## src/rtl/assert_macros.svh

```systemverilog
// Assertion macros used by the core RTL file of the back-edge detector.
// No dependencies; define NO_ASSERTIONS to compile the checks away.
`ifndef ASSERT_MACROS_SVH
`define ASSERT_MACROS_SVH

`ifndef NO_ASSERTIONS

// Condition must hold at every clock edge outside reset.
`define ASSERT_ALWAYS(label, clk, rst_n, cond) \
    label: assert property (@(posedge clk) disable iff (!rst_n) (cond)) \
        else $error("assertion failed");

// Antecedent implies consequent in the same cycle.
`define ASSERT_IMPLIES(label, clk, rst_n, ante, cons) \
    label: assert property (@(posedge clk) disable iff (!rst_n) (ante) |-> (cons)) \
        else $error("assertion failed");

`else

`define ASSERT_ALWAYS(label, clk, rst_n, cond)
`define ASSERT_IMPLIES(label, clk, rst_n, ante, cons)

`endif

`endif

```

## src/rtl/dfsbe_pkg.sv

```systemverilog
// Shared constants and types for the DFS back-edge detector.
// No dependencies; imported by the adjacency store and the core.
package dfsbe_pkg;

    localparam int NODE_W         = 4;
    localparam int MAX_NODES      = 1 << NODE_W;
    localparam int MAX_BACK_EDGES = 64;
    localparam int CFG_W          = 5;
    localparam int CNT_W          = $clog2(MAX_NODES + 1);
    localparam int BE_CNT_W       = $clog2(MAX_BACK_EDGES + 1);

    typedef logic [MAX_NODES-1:0] row_t;

    // Request into the adjacency store: one row read per cycle, optionally
    // tagged as an edge load that sets one bit of the row read.
    typedef struct packed {
        logic              rd_en;
        logic [NODE_W-1:0] rd_addr;
        logic              ld_edge;
        logic [NODE_W-1:0] ld_to;
        logic              clear;
    } adj_req_t;

    // One saved search frame: node, next neighbor to scan, its adjacency row.
    typedef struct packed {
        logic [NODE_W-1:0] node;
        logic [CNT_W-1:0]  cursor;
        row_t              row;
    } frame_t;

endpackage

```

## src/rtl/dfsbe_adj_mem.sv

```systemverilog
// Adjacency store: one row per source node in a synchronous RAM.
// Depends on dfsbe_pkg; per-row valid bits stand in for a clear.
module dfsbe_adj_mem import dfsbe_pkg::*; (
    input  logic     aclk,
    input  logic     aresetn,
    input  adj_req_t req,
    output row_t     rd_row
);

    row_t                adj_mem [MAX_NODES];
    logic [MAX_NODES-1:0] row_vld_reg;
    row_t                rd_data_reg;
    logic                rd_vld_reg;

    // write-back stage of an edge load
    logic                ld_vld_reg;
    logic [NODE_W-1:0]   ld_row_reg;
    logic [NODE_W-1:0]   ld_col_reg;

    // last row written, forwarded to a load of the same row that directly follows
    logic                lw_vld_reg;
    logic [NODE_W-1:0]   lw_addr_reg;
    row_t                lw_data_reg;

    row_t                rd_masked;
    row_t                wr_data;

    assign rd_masked = rd_vld_reg ? rd_data_reg : '0;
    assign wr_data   = ((lw_vld_reg && (lw_addr_reg == ld_row_reg)) ? lw_data_reg : rd_masked)
                     | (row_t'(1) << ld_col_reg);
    assign rd_row    = rd_masked;

    always_ff @(posedge aclk) begin
        if (ld_vld_reg) begin
            adj_mem[ld_row_reg] <= wr_data;
        end
        if (req.rd_en) begin
            rd_data_reg <= adj_mem[req.rd_addr];
        end
    end

    always_ff @(posedge aclk) begin
        if (req.rd_en) begin
            ld_row_reg <= req.rd_addr;
            ld_col_reg <= req.ld_to;
        end
        if (ld_vld_reg) begin
            lw_addr_reg <= ld_row_reg;
            lw_data_reg <= wr_data;
        end
    end

    always_ff @(posedge aclk) begin
        if (!aresetn) begin
            row_vld_reg <= '0;
            rd_vld_reg  <= 1'b0;
            ld_vld_reg  <= 1'b0;
            lw_vld_reg  <= 1'b0;
        end else begin
            ld_vld_reg <= req.rd_en && req.ld_edge;
            if (req.rd_en) begin
                rd_vld_reg <= row_vld_reg[req.rd_addr];
            end
            if (req.clear) begin
                row_vld_reg <= '0;
                lw_vld_reg  <= 1'b0;
            end else if (ld_vld_reg) begin
                row_vld_reg[ld_row_reg] <= 1'b1;
                lw_vld_reg              <= 1'b1;
            end
        end
    end

endmodule

```

## src/rtl/dfs_back_edge_detector_core.sv

```systemverilog
// DFS back-edge detector: edges load at one transfer per cycle (RMW on the adjacency RAM).
// The transfer marked last_edge starts a search over n nodes that scans one adjacency bit
// per cycle, with one RAM wait per push or pop; a full output register that is not taken
// holds the scan. No input is taken during it.
// Synchronous active-low reset: node_count to 16, graph empty, all colors white.
// Depends on dfsbe_pkg, dfsbe_adj_mem and assert_macros.svh.
`include "assert_macros.svh"

module dfs_back_edge_detector_core import dfsbe_pkg::*; (
    input  logic              aclk,
    input  logic              aresetn,

    input  logic              cfg_we,
    input  logic [CFG_W-1:0]  cfg_wdata,

    input  logic              s_valid,
    output logic              s_ready,
    input  logic [NODE_W-1:0] s_edge_from,
    input  logic [NODE_W-1:0] s_edge_to,
    input  logic              s_edge_valid,
    input  logic              s_last_edge,

    output logic              m_valid,
    input  logic              m_ready,
    output logic [NODE_W-1:0] m_from_node,
    output logic [NODE_W-1:0] m_to_node,
    output logic              m_found,
    output logic              m_overflow,
    output logic              m_last
);

    // Search sequencer states
    localparam logic [2:0] ST_IDLE    = 3'd0;  // take edge transfers
    localparam logic [2:0] ST_START   = 3'd1;  // let the final edge write back
    localparam logic [2:0] ST_ROOT    = 3'd2;  // look for the next white root
    localparam logic [2:0] ST_ROWWAIT = 3'd3;  // adjacency row of new top arrives
    localparam logic [2:0] ST_SCAN    = 3'd4;  // test one neighbor per cycle unless the output holds it
    localparam logic [2:0] ST_POPWAIT = 3'd5;  // saved frame arrives from stack RAM
    localparam logic [2:0] ST_FINISH  = 3'd6;  // emit the closing record

    logic [2:0]          state_reg, state_next;
    logic [CFG_W-1:0]    node_count_reg;
    logic [CNT_W-1:0]    root_reg, root_next;
    logic [NODE_W-1:0]   top_reg, top_next;
    logic [CNT_W-1:0]    cur_reg, cur_next;
    row_t                top_row_reg, top_row_next;
    logic [CNT_W-1:0]    depth_reg, depth_next;
    logic [MAX_NODES-1:0] grey_reg, grey_next;
    logic [MAX_NODES-1:0] black_reg, black_next;
    logic [BE_CNT_W-1:0] cnt_reg, cnt_next;

    // Held back-edge record: only sent once we know whether another follows
    logic                pend_vld_reg, pend_vld_next;
    logic [NODE_W-1:0]   pend_from_reg, pend_from_next;
    logic [NODE_W-1:0]   pend_to_reg, pend_to_next;

    // Output register
    logic                m_valid_reg;
    logic [NODE_W-1:0]   m_from_reg, m_to_reg;
    logic                m_found_reg, m_ovf_reg, m_last_reg;
    logic                out_load;
    logic [NODE_W-1:0]   out_from, out_to;
    logic                out_found, out_ovf, out_last;
    logic                out_free;

    // Stack RAM of saved frames below the top
    frame_t              stk_mem [MAX_NODES];
    frame_t              stk_rd_reg;
    frame_t              stk_wdata;
    logic                stk_we, stk_re;
    logic [NODE_W-1:0]   stk_waddr, stk_raddr;

    adj_req_t            adj_req;
    row_t                adj_row;

    logic [CNT_W-1:0]    n_eff;
    logic [NODE_W-1:0]   j_idx, root_idx;
    logic [CNT_W-1:0]    depth_m1, depth_m2;
    logic                cur_done, hit, j_grey, j_white, root_white;
    logic                clear_run;
    logic                run_clean, depth_ok;

    dfsbe_adj_mem u_adj (
        .aclk    (aclk),
        .aresetn (aresetn),
        .req     (adj_req),
        .rd_row  (adj_row)
    );

    // Saturate the node count to the store size
    assign n_eff = (node_count_reg > CFG_W'(MAX_NODES)) ? CNT_W'(MAX_NODES)
                                                        : CNT_W'(node_count_reg);

    assign j_idx      = cur_reg[NODE_W-1:0];
    assign root_idx   = root_reg[NODE_W-1:0];
    assign depth_m1   = depth_reg - 1'b1;
    assign depth_m2   = depth_reg - 2'd2;
    assign cur_done   = (cur_reg >= n_eff);
    assign hit        = top_row_reg[j_idx];
    assign j_grey     = grey_reg[j_idx];
    assign j_white    = !grey_reg[j_idx] && !black_reg[j_idx];
    assign root_white = !grey_reg[root_idx] && !black_reg[root_idx];
    assign out_free   = !m_valid_reg || m_ready;

    assign s_ready = (state_reg == ST_IDLE);

    always_comb begin
        state_next     = state_reg;
        root_next      = root_reg;
        top_next       = top_reg;
        cur_next       = cur_reg;
        top_row_next   = top_row_reg;
        depth_next     = depth_reg;
        grey_next      = grey_reg;
        black_next     = black_reg;
        cnt_next       = cnt_reg;
        pend_vld_next  = pend_vld_reg;
        pend_from_next = pend_from_reg;
        pend_to_next   = pend_to_reg;
        out_load       = 1'b0;
        out_from       = pend_from_reg;
        out_to         = pend_to_reg;
        out_found      = 1'b1;
        out_ovf        = 1'b0;
        out_last       = 1'b0;
        stk_we         = 1'b0;
        stk_re         = 1'b0;
        stk_waddr      = depth_m1[NODE_W-1:0];
        stk_raddr      = depth_m2[NODE_W-1:0];
        stk_wdata.node   = top_reg;
        stk_wdata.cursor = cur_reg + 1'b1;
        stk_wdata.row    = top_row_reg;
        adj_req        = '0;
        clear_run      = 1'b0;

        unique case (state_reg)
            ST_IDLE: begin
                // every transfer reads its source row; the store merges a valid edge's bit next cycle
                adj_req.rd_en   = s_valid;
                adj_req.rd_addr = s_edge_from;
                adj_req.ld_edge = s_edge_valid;
                adj_req.ld_to   = s_edge_to;
                if (s_valid && s_last_edge) begin
                    root_next  = '0;
                    state_next = ST_START;
                end
            end
            ST_START: begin
                state_next = ST_ROOT;
            end
            ST_ROOT: begin
                if (root_reg >= n_eff) begin
                    state_next = ST_FINISH;
                end else if (root_white) begin
                    // open a new tree: root goes grey, fetch its row
                    grey_next[root_idx] = 1'b1;
                    top_next            = root_idx;
                    cur_next            = '0;
                    depth_next          = CNT_W'(1);
                    adj_req.rd_en       = 1'b1;
                    adj_req.rd_addr     = root_idx;
                    state_next          = ST_ROWWAIT;
                end else begin
                    root_next = root_reg + 1'b1;
                end
            end
            ST_ROWWAIT: begin
                top_row_next = adj_row;
                state_next   = ST_SCAN;
            end
            ST_POPWAIT: begin
                top_next     = stk_rd_reg.node;
                cur_next     = stk_rd_reg.cursor;
                top_row_next = stk_rd_reg.row;
                state_next   = ST_SCAN;
            end
            ST_SCAN: begin
                if (cur_done) begin
                    // top finished: turn it black and drop it
                    grey_next[top_reg]  = 1'b0;
                    black_next[top_reg] = 1'b1;
                    if (depth_reg == CNT_W'(1)) begin
                        root_next  = root_reg + 1'b1;
                        state_next = ST_ROOT;
                    end else begin
                        stk_re     = 1'b1;
                        depth_next = depth_m1;
                        state_next = ST_POPWAIT;
                    end
                end else if (hit && j_grey) begin
                    // back edge; hold the scan while the held record cannot move out
                    if (!pend_vld_reg) begin
                        pend_vld_next  = 1'b1;
                        pend_from_next = top_reg;
                        pend_to_next   = j_idx;
                        cnt_next       = cnt_reg + 1'b1;
                        cur_next       = cur_reg + 1'b1;
                    end else if (out_free) begin
                        out_load = 1'b1;
                        if (cnt_reg == BE_CNT_W'(MAX_BACK_EDGES)) begin
                            // one too many: close on the held record
                            out_ovf    = 1'b1;
                            out_last   = 1'b1;
                            clear_run  = 1'b1;
                            state_next = ST_IDLE;
                        end else begin
                            pend_from_next = top_reg;
                            pend_to_next   = j_idx;
                            cnt_next       = cnt_reg + 1'b1;
                            cur_next       = cur_reg + 1'b1;
                        end
                    end
                end else if (hit && j_white && (depth_reg < CNT_W'(MAX_NODES))) begin
                    // descend: save the current frame, neighbor becomes top
                    stk_we              = 1'b1;
                    grey_next[j_idx]    = 1'b1;
                    adj_req.rd_en       = 1'b1;
                    adj_req.rd_addr     = j_idx;
                    top_next            = j_idx;
                    cur_next            = '0;
                    depth_next          = depth_reg + 1'b1;
                    state_next          = ST_ROWWAIT;
                end else begin
                    cur_next = cur_reg + 1'b1;
                end
            end
            ST_FINISH: begin
                if (out_free) begin
                    out_load   = 1'b1;
                    out_last   = 1'b1;
                    if (!pend_vld_reg) begin
                        // acyclic graph
                        out_from  = '0;
                        out_to    = '0;
                        out_found = 1'b0;
                    end
                    clear_run  = 1'b1;
                    state_next = ST_IDLE;
                end
            end
            default: begin
                state_next = ST_IDLE;
            end
        endcase

        if (clear_run) begin
            // end of run: empty graph, all white, counters back to zero
            grey_next     = '0;
            black_next    = '0;
            cnt_next      = '0;
            pend_vld_next = 1'b0;
            depth_next    = '0;
            adj_req.clear = 1'b1;
        end
    end

    always_ff @(posedge aclk) begin
        if (stk_we) begin
            stk_mem[stk_waddr] <= stk_wdata;
        end
        if (stk_re) begin
            stk_rd_reg <= stk_mem[stk_raddr];
        end
    end

    always_ff @(posedge aclk) begin
        root_reg      <= root_next;
        top_reg       <= top_next;
        cur_reg       <= cur_next;
        top_row_reg   <= top_row_next;
        pend_from_reg <= pend_from_next;
        pend_to_reg   <= pend_to_next;
        if (out_load) begin
            m_from_reg  <= out_from;
            m_to_reg    <= out_to;
            m_found_reg <= out_found;
            m_ovf_reg   <= out_ovf;
            m_last_reg  <= out_last;
        end
    end

    always_ff @(posedge aclk) begin
        if (!aresetn) begin
            state_reg      <= ST_IDLE;
            node_count_reg <= CFG_W'(MAX_NODES);
            depth_reg      <= '0;
            grey_reg       <= '0;
            black_reg      <= '0;
            cnt_reg        <= '0;
            pend_vld_reg   <= 1'b0;
            m_valid_reg    <= 1'b0;
        end else begin
            state_reg    <= state_next;
            depth_reg    <= depth_next;
            grey_reg     <= grey_next;
            black_reg    <= black_next;
            cnt_reg      <= cnt_next;
            pend_vld_reg <= pend_vld_next;
            if (cfg_we) begin
                node_count_reg <= cfg_wdata;
            end
            if (out_load) begin
                m_valid_reg <= 1'b1;
            end else if (m_ready) begin
                m_valid_reg <= 1'b0;
            end
        end
    end

    assign m_valid     = m_valid_reg;
    assign m_from_node = m_from_reg;
    assign m_to_node   = m_to_reg;
    assign m_found     = m_found_reg;
    assign m_overflow  = m_ovf_reg;
    assign m_last      = m_last_reg;

    assign run_clean = (cnt_reg == '0) && !pend_vld_reg && (grey_reg == '0) && (black_reg == '0);
    assign depth_ok  = (depth_reg != '0) && (depth_reg <= CNT_W'(MAX_NODES));

    // A node is never grey and black at once
    `ASSERT_ALWAYS(a_colour_excl, aclk, aresetn, (grey_reg & black_reg) == '0)
    // Between runs nothing of the search is left behind
    `ASSERT_IMPLIES(a_idle_clean, aclk, aresetn, state_reg == ST_IDLE, run_clean)
    // Scanning always has a top frame and never overruns the stack
    `ASSERT_IMPLIES(a_scan_depth, aclk, aresetn, state_reg == ST_SCAN, depth_ok)
    // The acyclic record is the closing one and never flags overflow
    `ASSERT_IMPLIES(a_acyclic_rec, aclk, aresetn, m_valid && !m_found, m_last && !m_overflow)

endmodule
```

## config.mk

```make
export PLATFORM = sky130hd
export DESIGN_NAME = dfs_back_edge_detector_core
export DESIGN_NICKNAME = d
export VERILOG_FILES = /design/src/rtl/dfsbe_pkg.sv /design/src/rtl/dfsbe_adj_mem.sv /design/src/rtl/dfs_back_edge_detector_core.sv
export VERILOG_INCLUDE_DIRS = /design/src /design/src/rtl
export SDC_FILE = /design/constraint.sdc
export NUM_CORES = 1
export LEC_CHECK = 0
export ABC_AREA = 1
export BUFFER_PORTS_ARGS = -buffer_cell sky130_fd_sc_hd__buf_2
export CAP_MARGIN = 20
export CORE_UTILIZATION = 50
export DETAILED_ROUTE_END_ITERATION = 12
export HOLD_SLACK_MARGIN = 0.12
export PLACE_DENSITY = 0.68
export SLEW_MARGIN = 20
export SYNTH_ARGS = -nofsm -noshare
export SYNTH_HDL_FRONTEND = slang
export SYNTH_HIERARCHICAL = 1
export SYNTH_SLANG_ARGS = --single-unit
```

## constraint.sdc

```tcl
create_clock -name aclk -period 3.2 [get_ports aclk]
set_input_delay 0.64 -clock aclk [delete_from_list [all_inputs] [get_ports aclk]]
set_output_delay 0.64 -clock aclk [all_outputs]
set_load 0.005 [all_outputs]
```

==> flow_summary.ini <==
[worst_hold_path]
min_path_cells = 3
hold_class = in -> reg

[place]
io_buffers = 32
hpwlAfterDp_um = 55300
gp_congestion = 0.895
dpl_cell_area_um2 = 37900

[synthesis]
yosysTopAreaCellShare_pct = 65.2
synth_cells = 3080
synth_edf_count = 774
synthDistinctLibCells = 47
synth_area_um2 = 35600
synth_fp_nets = 3130
yosys-top-cells-count = edfxtp_1 (774), nor2_1 (546), nand2_1 (379)
yosys_most_used_dff = edfxtp_1
yosys_warnings = 6
syn_avg_cell_area_um2 = 11.6
async_flop_share_pct = 0
ys_seq_area_share_pct = 69.3
synthTopCellsByArea = edfxtp_1 (65%), nor2_1 (5.8%), o21ai_0 (5.1%)
ys_ff_latch = 847
post-synth-top-count-cell = edfxtp_1
yosysTopAreaCell = edfxtp_1

[sta]
finalClockSkew_ns = 0.0270
setup_tns_ns = 0
setup_viol = 0
fmax_ghz = 0.321
hold_violations = 0
finalCriticalPeriod_ns = 3.11
worstMarginPinSlew_ns = 1.10
finalCritPeriodShare_pct = 97.3
slew_headroom_pct = 26.8
rsz0062_at_grt = yes
slew_violations = 0

[global_routing]
track_usage_pct = 25.8
grt_pass1_vias = 23500
grt_max_degree = 201
grt_overflow_total = 0
antenna_found_initial = 1
grt_pass1_wl_um = 140000

[finish]
design_area_um2 = 41300
nNetsFinal = 3244
layout-area-overhead-vs-synth_pct = 16.0
largest_reg_flops = 400
n_fill_cell = 5503
layout-drive-gt1-share_pct = 14.0

[routing]
avgRoutedWirePerCell_um = 23.1
drt_iter0_drc = 3058
drc = 0
detail-route-antenna-nets = 0
routed_wl_um = 97200
viasPerCell = 5.95
firstDrtPassIters = 6
vias = 25000

[floorplan]
initial_core_util_pct = 50.7
dieArea_um2 = 72300
row_count = 97
die_h_um = 269
io_pins = 33
die_w_um = 269
core_um2 = 70300

[clocking]
cts_buffers = 84
cts.sinks = 847
clkTransAtPathRegs_ns = 0.06
clockBufferDepth = 3
cts_tree = built
clk_latency_ns = 0.65
hold_buffers = 0
cts_max_level = 3
cts-root-buf = clkbuf_16

[power]
p_leak_nw = 14.6
internal-power_mw = 24.1
p_seq_share_pct = 38.0
p_clk_share_pct = 26.2
power_density_nw_per_um2 = 931
p_sw_mw = 14.4
switching_share_pct = 37.4
combPwrFrac_pct = 35.8
vdd_drop_max_mv = 0.618

[setup_path]
worst-path-stages = 19
reg2reg_depth = 19
worstPathArrival_ns = 3.53
crit_path_start_kind = flip-flop
worstPathCellList = buf_6 > clkbuf_16 > nand2_1 > nand3_1 > nand2_2 > nand2_2 > nand4_1 > nor2_4 > nand3_2 > o221ai_4 > clkinv_4 > buf_12 > clkbuf_16 > nor2_1 > nor2_1 > o21ai_0 > o211ai_1 > nand3_1 > nand2_1
crit_family = simple AND/OR/NAND/NOR gates
endpoint_kind = flip-flop
critPathMaxFanout = 12
slowest_stage = edfxtp_1
worst-setup-path-type = reg -> reg
slowest_delay_ns = 0.55
cp.required_ns = 3.61
critPathBufInv = 5

[flow_run]
maxCapViolCount = 0

[outcome]
outcome = completed
[cell usage in the layout (no fill, tap or decap), types with 7 or more instances in the layout]
cell,synthesis,layout
inv_2,14,19
bufinv_16,0,10
o22ai_1,33,33
nor3_1,18,9
a211oi_1,11,11
a21oi_2,10,10
nand4_1,43,43
buf_6,20,7
a21oi_1,62,62
nor2_1,546,512
nor2_2,7,22
o21ai_0,363,355
clkinv_1,5,15
nand3_1,151,149
nor2_4,5,24
dfxtp_1,73,71
ha_1,30,27
o211ai_1,90,90
clkinv_2,0,17
inv_1,155,151
clkbuf_16,0,97
nand2_1,379,375
nand2_2,6,9
o21ai_1,6,13
clkbuf_1,113,14
buf_12,0,35
buf_2,23,32
o221ai_1,85,81
edfxtp_1,774,774
buf_4,13,114
nor3_2,1,10
[worst register-to-register path, cell delays in order, from the launching register on]
cell and delay [ns]:
edfxtp_1 0.55, buf_6 0.17, clkbuf_16 0.17, nand2_1 0.07
nand3_1 0.10, nand2_2 0.08, nand2_2 0.10, nand4_1 0.14
nor2_4 0.17, nand3_2 0.11, o221ai_4 0.26, clkinv_4 0.09
buf_12 0.17, clkbuf_16 0.18, nor2_1 0.10, nor2_1 0.05
o21ai_0 0.10, o211ai_1 0.15, nand3_1 0.09, nand2_1 0.05
[routing by layer]
metal	vias to the layer above	global-route usage (%)	part of all wire [%]
met5	-	0	0.0093
met4	2	8.69	3.0
met3	200	4.05	9.0
met2	1273	41.3	47
met1	12300	36.2	41
li1	11300	-	-
[power groups by stage]
| stage | registers (mW) | logic (mW) | clock network, mW |
|---|---|---|---|
| after floorplan | 14.6 | 8.07 | 0 |
| after global placement | 14.8 | 12.2 | 0 |
| after detailed placement | 14.8 | 12.5 | 0 |
| after CTS | 14.6 | 12.6 | 10.2 |
| after global routing | 14.7 | 14.9 | 10.6 |
| final | 14.6 | 13.8 | 10.1 |
[path summary, 6_finish.rpt]
path	startpoint	to	slack (ns)
max reg2reg	cur_reg[0]$_DFFE_PP_	u_adj/rd_data_reg[6]$_DFFE_PP_	0.09
min	cfg_wdata[4]	node_count_reg[4]$_SDFFE_PN1P_	0.24
min reg2reg	u_adj/row_vld_reg[7]$_SDFFE_PP0P_	u_adj/row_vld_reg[7]$_SDFFE_PP0P_	0.47
max	cur_reg[0]$_DFFE_PP_	u_adj/rd_data_reg[6]$_DFFE_PP_	0.09
[metrics by stage]
| stage | utilization, % | hold WS [ns] | setup slack (ns) | cells | total power [mW] |
|---|---|---|---|---|---|
| 6_report | 58.8 | 0.241 | 0.0862 | 4206 | 38.5 |
| 5_1_grt | 58.8 | 0.249 | -0.0726 | 4205 | 40.2 |
| 4_1_cts | 58.0 | 0.212 | 0.0142 | 4181 | 37.4 |
| 3_5_place_dp | 53.9 | 0.458 | -0.00572 | 4022 | 27.4 |
| 3_3_place_gp | 53.9 | 0.450 | 0.0234 | 4022 | 27.0 |
| 2_1_floorplan | - | 0.440 | -0.367 | 3080 | 22.7 |
[layout make-up]
type | instances | area (µm²) | share of cell area, %
inverter | 176 | 694 | 1.68
sequential | 847 | 24700 | 59.8
clock inverter | 54 | 594 | 1.44
timing repair buffer | 203 | 2180 | 5.28
clock buffer | 103 | 2250 | 5.43
timing repair inverter | 1 | 8.76 | 0.0212
tap | 940 | 1180 | 2.85
multi-input combinational | 1881 | 9720 | 23.5
antenna | 1 | 2.50 | 0.00605
[repair_timing]
action | in CTS | in global routing
setup endpoints to repair | 1 | 121
pin swaps | 1 | 12
buffers inserted | 2 | 11
gates resized for setup | 0 | 49
gates cloned | 0 | 13
[cell families after synthesis]
| family | count (synthesis) | share of synthesized area, % |
|---|---|---|
| buffers and inverters | 352 | 4.37 |
| AOI/OAI and AO/OA | 672 | 11.4 |
| adders and majority gates | 30 | 1.05 |
| DFF | 847 | 69.3 |
| xor gates and xnor gates | 13 | 0.320 |
| and+or+nand+nor | 1166 | 13.6 |
No activity file was read; power rests on OpenSTA's default activity.
